### src/hdl/lpfr_pkg.sv
`timescale 1ns / 1ps
`default_nettype none
// ----------------------------------------------------------------------------
// lpfr_pkg
// shared types and constants of the length-prefixed frame receiver
// ----------------------------------------------------------------------------
package lpfr_pkg;

    localparam int unsigned BYTE_W = 8;

    // checksum byte is the inverted 8-bit sum of all earlier frame bytes
    localparam logic [BYTE_W-1:0] CHECK_INVERT = 8'hFF;
    // shortest legal frame: length, type and checksum bytes
    localparam logic [BYTE_W-1:0] MIN_FRAME_LEN = 8'd3;
    // frame positions of the length and type bytes
    localparam logic [BYTE_W-1:0] POS_LENGTH = 8'd0;
    localparam logic [BYTE_W-1:0] POS_TYPE = 8'd1;
    // bytes ahead of the payload
    localparam logic [BYTE_W-1:0] HEADER_LEN = 8'd2;

    typedef enum logic [1:0] {
        EV_PAYLOAD = 2'd0,
        EV_GOOD    = 2'd1,
        EV_BAD_SUM = 2'd2,
        EV_BAD_LEN = 2'd3
    } lpfr_event_t;

    typedef struct packed {
        logic [BYTE_W-1:0] payload_len;
        logic [BYTE_W-1:0] byte_index;
        logic [BYTE_W-1:0] data_byte;
        logic [BYTE_W-1:0] frame_type;
        lpfr_event_t       event_res;
    } lpfr_result_t;

endpackage : lpfr_pkg
`default_nettype wire

### src/hdl/lpfr_parser.sv
`timescale 1ns / 1ps
`default_nettype none
// ----------------------------------------------------------------------------
// lpfr_parser
// frame state tracking and event decode for one received byte
// ----------------------------------------------------------------------------
module lpfr_parser (
    input  wire logic                   aclk,
    input  wire logic                   aresetn,
    input  wire logic                   step,      // byte consumed this cycle
    input  wire logic [7:0]             rx_byte,
    output logic                        res_valid, // byte produces an event
    output lpfr_pkg::lpfr_result_t      res
);
    import lpfr_pkg::*;

    logic [BYTE_W-1:0] position_reg, position_next;
    logic [BYTE_W-1:0] frame_length_reg, frame_length_next;
    logic [BYTE_W-1:0] running_sum_reg, running_sum_next;
    logic [BYTE_W-1:0] held_type_reg, held_type_next;

    logic [BYTE_W-1:0] plen;
    logic [BYTE_W:0]   pos_plus_one;

    assign plen         = frame_length_reg - MIN_FRAME_LEN;
    assign pos_plus_one = {1'b0, position_reg} + {{BYTE_W{1'b0}}, 1'b1};

    always_comb begin
        position_next     = position_reg;
        frame_length_next = frame_length_reg;
        running_sum_next  = running_sum_reg;
        held_type_next    = held_type_reg;
        res_valid         = 1'b0;
        res.event_res     = EV_PAYLOAD;
        res.frame_type    = '0;
        res.data_byte     = '0;
        res.byte_index    = '0;
        res.payload_len   = '0;

        priority if (position_reg == POS_LENGTH) begin
            if (rx_byte < MIN_FRAME_LEN) begin
                res_valid     = 1'b1;
                res.event_res = EV_BAD_LEN;
            end else begin
                frame_length_next = rx_byte;
                running_sum_next  = rx_byte;
                position_next     = POS_TYPE;
            end
        end else if (position_reg == POS_TYPE) begin
            held_type_next   = rx_byte;
            running_sum_next = running_sum_reg + rx_byte;
            position_next    = HEADER_LEN;
        end else if (pos_plus_one < {1'b0, frame_length_reg}) begin
            // payload byte
            res_valid        = 1'b1;
            res.event_res    = EV_PAYLOAD;
            res.frame_type   = held_type_reg;
            res.data_byte    = rx_byte;
            res.byte_index   = position_reg - HEADER_LEN;
            res.payload_len  = plen;
            running_sum_next = running_sum_reg + rx_byte;
            position_next    = pos_plus_one[BYTE_W-1:0];
        end else begin
            // checksum byte closes the frame
            res_valid       = 1'b1;
            res.event_res   = (rx_byte == (running_sum_reg ^ CHECK_INVERT)) ?
                              EV_GOOD : EV_BAD_SUM;
            res.frame_type  = held_type_reg;
            res.payload_len = plen;
            position_next     = '0;
            frame_length_next = '0;
            running_sum_next  = '0;
            held_type_next    = '0;
        end
    end

    always_ff @(posedge aclk) begin
        if (!aresetn) begin
            position_reg     <= '0;
            frame_length_reg <= '0;
            running_sum_reg  <= '0;
            held_type_reg    <= '0;
        end else if (step) begin
            position_reg     <= position_next;
            frame_length_reg <= frame_length_next;
            running_sum_reg  <= running_sum_next;
            held_type_reg    <= held_type_next;
        end
    end

endmodule : lpfr_parser
`default_nettype wire

### src/hdl/length_prefixed_frame_receiver.sv
`timescale 1ns / 1ps
`default_nettype none
// ----------------------------------------------------------------------------
// length_prefixed_frame_receiver
// byte-stream receiver for length-prefixed frames with inverted-sum checksum
// ----------------------------------------------------------------------------
// Takes one received byte per transfer on the s_ side. A frame is a length
// byte (whole frame length, itself and checksum included), a type byte, the
// payload, and a checksum byte equal to the 8-bit sum of all earlier bytes
// xor 0xff. Each payload byte leaves as one m_ transfer with its index; the
// checksum byte gives one frame-good or bad-checksum event, after which the
// receiver waits for the next length byte. A length below three gives a
// bad-length event at once. Length and type bytes give no transfer. One byte
// is taken every cycle unless s_tready is held low: it passes an input
// register, the frame decode, and an output register that drives m_tvalid.
// Both registers advance together whenever the output
// register is empty or being taken; a waiting result holds back a new byte
// only once the input register also holds a byte.
// ----------------------------------------------------------------------------
module length_prefixed_frame_receiver (
    input  wire logic        aclk,
    input  wire logic        aresetn,
    // input byte stream
    input  wire logic        s_tvalid,
    output logic             s_tready,
    input  wire logic [7:0]  s_tdata,   // [7:0] rx_byte
    // result stream
    output logic             m_tvalid,
    input  wire logic        m_tready,
    output logic [31:0]      m_tdata,   // [7:0] frame_type, [15:8] data_byte,
                                        // [23:16] byte_index, [31:24] payload_len
    output logic [1:0]       m_tuser    // [1:0] event_res
);
    import lpfr_pkg::*;

    // input register
    logic              in_valid_reg;
    logic [BYTE_W-1:0] in_byte_reg;

    // output register
    logic              out_valid_reg;
    lpfr_result_t      out_res_reg;

    // decode result of the held byte
    logic              res_valid;
    lpfr_result_t      res;

    // pipeline moves when the output slot is free or being emptied
    logic              advance;

    assign advance  = !out_valid_reg || m_tready;
    assign s_tready = !in_valid_reg || advance;

    always_ff @(posedge aclk) begin
        if (!aresetn) begin
            in_valid_reg <= 1'b0;
        end else if (s_tready) begin
            in_valid_reg <= s_tvalid;
        end
    end

    // byte payload only loads on a transfer
    always_ff @(posedge aclk) begin
        if (s_tvalid && s_tready) begin
            in_byte_reg <= s_tdata;
        end
    end

    // frame state steps once per consumed byte
    lpfr_parser u_parser (
        .aclk      (aclk),
        .aresetn   (aresetn),
        .step      (in_valid_reg && advance),
        .rx_byte   (in_byte_reg),
        .res_valid (res_valid),
        .res       (res)
    );

    always_ff @(posedge aclk) begin
        if (!aresetn) begin
            out_valid_reg <= 1'b0;
        end else if (advance) begin
            out_valid_reg <= in_valid_reg && res_valid;
        end
    end

    always_ff @(posedge aclk) begin
        if (advance && in_valid_reg && res_valid) begin
            out_res_reg <= res;
        end
    end

    assign m_tvalid = out_valid_reg;
    assign m_tdata  = {out_res_reg.payload_len, out_res_reg.byte_index,
                       out_res_reg.data_byte, out_res_reg.frame_type};
    assign m_tuser  = out_res_reg.event_res;

endmodule : length_prefixed_frame_receiver
`default_nettype wire

### config.mk
export PLATFORM = sky130hd
export DESIGN_NAME = length_prefixed_frame_receiver
export DESIGN_NICKNAME = d
export VERILOG_FILES = /design/src/hdl/lpfr_pkg.sv /design/src/hdl/lpfr_parser.sv /design/src/hdl/length_prefixed_frame_receiver.sv
export SDC_FILE = /design/constraint.sdc
export NUM_CORES = 1
export LEC_CHECK = 0
export ABC_AREA = 1
export BUFFER_PORTS_ARGS = -buffer_cell sky130_fd_sc_hd__buf_2
export CORE_MARGIN = 2
export CORE_UTILIZATION = 50
export DETAILED_ROUTE_END_ITERATION = 10
export GPL_TIMING_DRIVEN = 0
export HOLD_SLACK_MARGIN = 0.06
export PLACE_DENSITY = 0.7
export SYNTH_ARGS = -nofsm -noshare
export SYNTH_HDL_FRONTEND = slang
export SYNTH_SLANG_ARGS = --single-unit
### constraint.sdc
create_clock -name aclk -period 7.55 [get_ports aclk]
set_input_delay 1.51 -clock aclk [delete_from_list [all_inputs] [get_ports aclk]]
set_output_delay 1.51 -clock aclk [all_outputs]
set_load 0.01 [all_outputs]
==> parameters.txt <==
Parameter                              Value

Clock tree
  Worst-path clk slew    80 ps
  Count of cells resized by post-cts repair    0
  Clock latency of the later-clocked register in the worst-skew pair    350 ps
  Root Buffer    sky130_fd_sc_hd__clkbuf_8
  Clock tree from TritonCTS    done
  Number of H-tree levels    3
  Number of hold buffers added after CTS    0
  Number of sinks driven by the clock tree    76
  Number of clock buffers inserted by TritonCTS    9
  Setup Fix Bufs, Post-CTS    0
  Maximum clock insertion buffer count    2

Power
  Logic pwr share    0.170
  Total net switching power    0.2778 mW
  Static leakage power    1.912 nW
  Part of the power in registers    0.484
  Switching share of power    0.2830
  Areal power density over the cells    217.5 nW/um^2
  Portion of total power attributed to the clock network    0.346
  Total power consumption of the routed design    0.9818 mW
  Pint    0.7040 mW
  Maximum vdd ir drop    0.1129 mV

Synthesis
  Post-synth design cell area    3905 sq um
  Post-synthesis cell type with the largest combined area    sky130_fd_sc_hd__edfxtp_1
  Ranking of synthesized cells by instance count    63 x sky130_fd_sc_hd__nand2_1, 49 x sky130_fd_sc_hd__inv_1, 46 x sky130_fd_sc_hd__a21oi_1
  Asr flop ratio synth    0
  Synth top area cells    sky130_fd_sc_hd__edfxtp_1 32%, sky130_fd_sc_hd__dfxtp_1 17%, sky130_fd_sc_hd__ha_1 6.4%
  Leading cell type by number of instances after synthesis    sky130_fd_sc_hd__nand2_1
  Number of warnings issued by yosys    0
  Cells after synthesis    424
  Synth cell types    37
  Syn Area/Cell    9.210 sq um
  Net count after synthesis    457
  Top-area cell type share of the netlist area    0.3230
  EDFF count, synth    42
  Primary FF master, synth    sky130_fd_sc_hd__edfxtp_1
  Seq/Total Area, Yosys    0.4973
  Number of flip-flops and latches in the synthesized netlist    76

Timing
  Slew of the pin with the lowest slew margin    537.5 ps
  Setup repair after global routing missed its margin    false
  Worst slack on hold paths    475.7 ps
  Hold violation total from the final report    0
  Accumulated negative setup slack    0 ps
  Time the worst path needs with I/O delays and setup    3444 ps
  Period Utilization, post-route    0.4561
  Maximum achievable frequency    290.4 MHz
  Final count of pins violating max slew    0
  Final setup vio count    0
  Worst clock skew    11.86 ps
  Worst relative slew slack    0.6395

Detailed routing
  Total wire length after detailed routing    8.188 mm
  1st-iter DRT viols    139
  Routed length on met2    3.742 mm
  Routed length on met3    458 um
  Highest routed layer    met4
  Average detailed-routed wire length per instance    13.88 um
  DRC errors left    0
  Detail Route Antenna Nets    0
  Count of TritonRoute iterations in the first routing pass    5
  Number of vias per cell    5.219
  Met1 Wirelength    3.694 mm
  Routed vias    3079

Worst setup path
  Category of the worst setup path capture point    output pin
  Largest fanout on the critical path    3
  Peak per-stage delay on the critical path    160 ps
  Required arrival time at the worst endpoint    6040 ps
  Setup crit start kind    primary input
  Crit path arrival time    1930 ps
  Cell at the slowest stage of the critical path    sky130_fd_sc_hd__buf_2
  Type of the worst setup path    primary input to output pin
  Worst r2r path cells    15
  Crit path depth    4
  Critical path buffer and inverter count    3
  Cell with the most instances on the worst path    sky130_fd_sc_hd__buf_2
  Cell family with the largest share of critical-path delay    buffers and inverters
  Cell-by-cell trace of the critical path    buf_2, inv_1, nand3_1, buf_2

Floorplan
  Number of ports placed on the die boundary    48
  Vertical extent of the die    92.38 um
  Full die area    8533 sq um
  Initial Utilization    0.5106
  Core region area    7647 sq um
  FP Rows    32
  Width of the chip    92.38 um

Placement
  Total placed instance area    4299 sq um
  Count of buffers inserted at the top-level ports    47
  Global placement routability congestion    0.8879
  Sum of net half-perimeters after detailed placement    6.112 mm

Global routing
  Antenna violations before repair    0
  Vias in the first global route    3011
  Pin count of the biggest net entering global routing    35
  GRT Util Overall    0.2075
  Global-route wire length before repair    13.78 mm
  Remaining global-route overflow    0

Layout
  Proportion of layout cells with a drive suffix above 1    0.2459
  Layout Cell Area excl Fill    4514 sq um
  Nets    516
  P&R area growth vs syn    15.60%
  Antenna cell count    0
  Flip-flop count of the largest register, all copies and words added    32
  Fillcell total    683

Worst hold path
  Min-Delay Path Class    flop to flop
  Min-Delay Path Depth    2

Run
  Max Cap Viol    0

Outcome
  Outcome    finished, final reports clean
cells in the final DEF, fill, tap and decap left out, types with 2 or more instances in the layout:
cell type and n:
sky130_fd_sc_hd__nand4_1 7, sky130_fd_sc_hd__clkinv_2 2, sky130_fd_sc_hd__clkbuf_1 4, sky130_fd_sc_hd__nand3_1 38, sky130_fd_sc_hd__nor2_4 5, sky130_fd_sc_hd__buf_6 4, sky130_fd_sc_hd__o21ai_1 3, sky130_fd_sc_hd__o21ai_2 11
sky130_fd_sc_hd__edfxtp_1 42, sky130_fd_sc_hd__a21oi_1 45, sky130_fd_sc_hd__nand2_2 3, sky130_fd_sc_hd__bufinv_16 2, sky130_fd_sc_hd__buf_2 50, sky130_fd_sc_hd__dfxtp_1 34, sky130_fd_sc_hd__nand3_2 2, sky130_fd_sc_hd__inv_6 2
sky130_fd_sc_hd__nand3_4 2, sky130_fd_sc_hd__or2_2 4, sky130_fd_sc_hd__nand2_1 63, sky130_fd_sc_hd__o21ai_0 10, sky130_fd_sc_hd__xor2_1 7, sky130_fd_sc_hd__xnor2_1 2, sky130_fd_sc_hd__inv_1 49, sky130_fd_sc_hd__ha_1 20
sky130_fd_sc_hd__nor2_1 33, sky130_fd_sc_hd__inv_2 4, sky130_fd_sc_hd__clkbuf_8 9, sky130_fd_sc_hd__nor3_1 3, sky130_fd_sc_hd__nand2_4 2, sky130_fd_sc_hd__nor2_2 13
power by group through the flow:
stage          logic [mW]  clock network (mW)  registers, mW
2_1_floorplan       0.121                   0          0.484
3_3_place_gp        0.160                   0          0.485
3_5_place_dp        0.166                   0          0.484
4_1_cts             0.166               0.344          0.475
5_1_grt             0.189               0.363          0.477
6_report            0.167               0.340          0.475
path summary, 6_finish.rpt:
kind              slack [ps]                                   start                                      to
setup / recovery        4110                                m_tready                                s_tready
hold / removal           480  u_parser.held_type_reg[6]$_SDFFE_PN0P_  u_parser.held_type_reg[6]$_SDFFE_PN0P_
setup reg to reg        4680   u_parser.position_reg[0]$_SDFFE_PN0P_               m_tdata[15]$_SDFFCE_PP0P_
hold reg to reg          480  u_parser.held_type_reg[6]$_SDFFE_PN0P_  u_parser.held_type_reg[6]$_SDFFE_PN0P_
routing by layer:
layer / up-vias / GRT usage
met5: - / 0
met4: 0 / 0.1057
met3: 21 / 0.04068
met2: 96 / 0.3370
met1: 1416 / 0.2640
li1: 1546 / -
cell families after synthesis:
group / synth area share
and+or+nand+nor: 0.2307
DFF: 0.4973
buffers and inverters: 0.07305
adders and majority gates: 0.06921
xor gates and xnor gates: 0.02019
AOI/OAI and AO/OA: 0.1096
tightest hold or removal path, delay by kind of cell (launching register included):
kind | cells | cell delay, ps
AOI/OAI and AO/OA | 1 | 60
DFF | 1 | 300
buffers and inverters | 1 | 70
metrics by stage:
step	std cells	util	setup WS (ps)
CTS	590	0.5903	4101
finish	590	0.5903	4106
floorplan	424	-	3686
detailed placement	574	0.5622	4099
global route	590	0.5903	4038
global placement	573	0.5581	2952
area by class of cell:
type | instances | area (sq um) | share of cell area
sequential | 76 | 1942 | 0.4302
multi-input combinational | 283 | 1689 | 0.3742
timing repair buffer | 48 | 255.2 | 0.05654
inverter | 55 | 214.0 | 0.04739
clock buffer | 10 | 127.6 | 0.02827
tap | 102 | 127.6 | 0.02827
clock inverter | 6 | 87.58 | 0.01940
buffer | 10 | 71.32 | 0.01580
No activity file was read; power rests on OpenSTA's default activity.
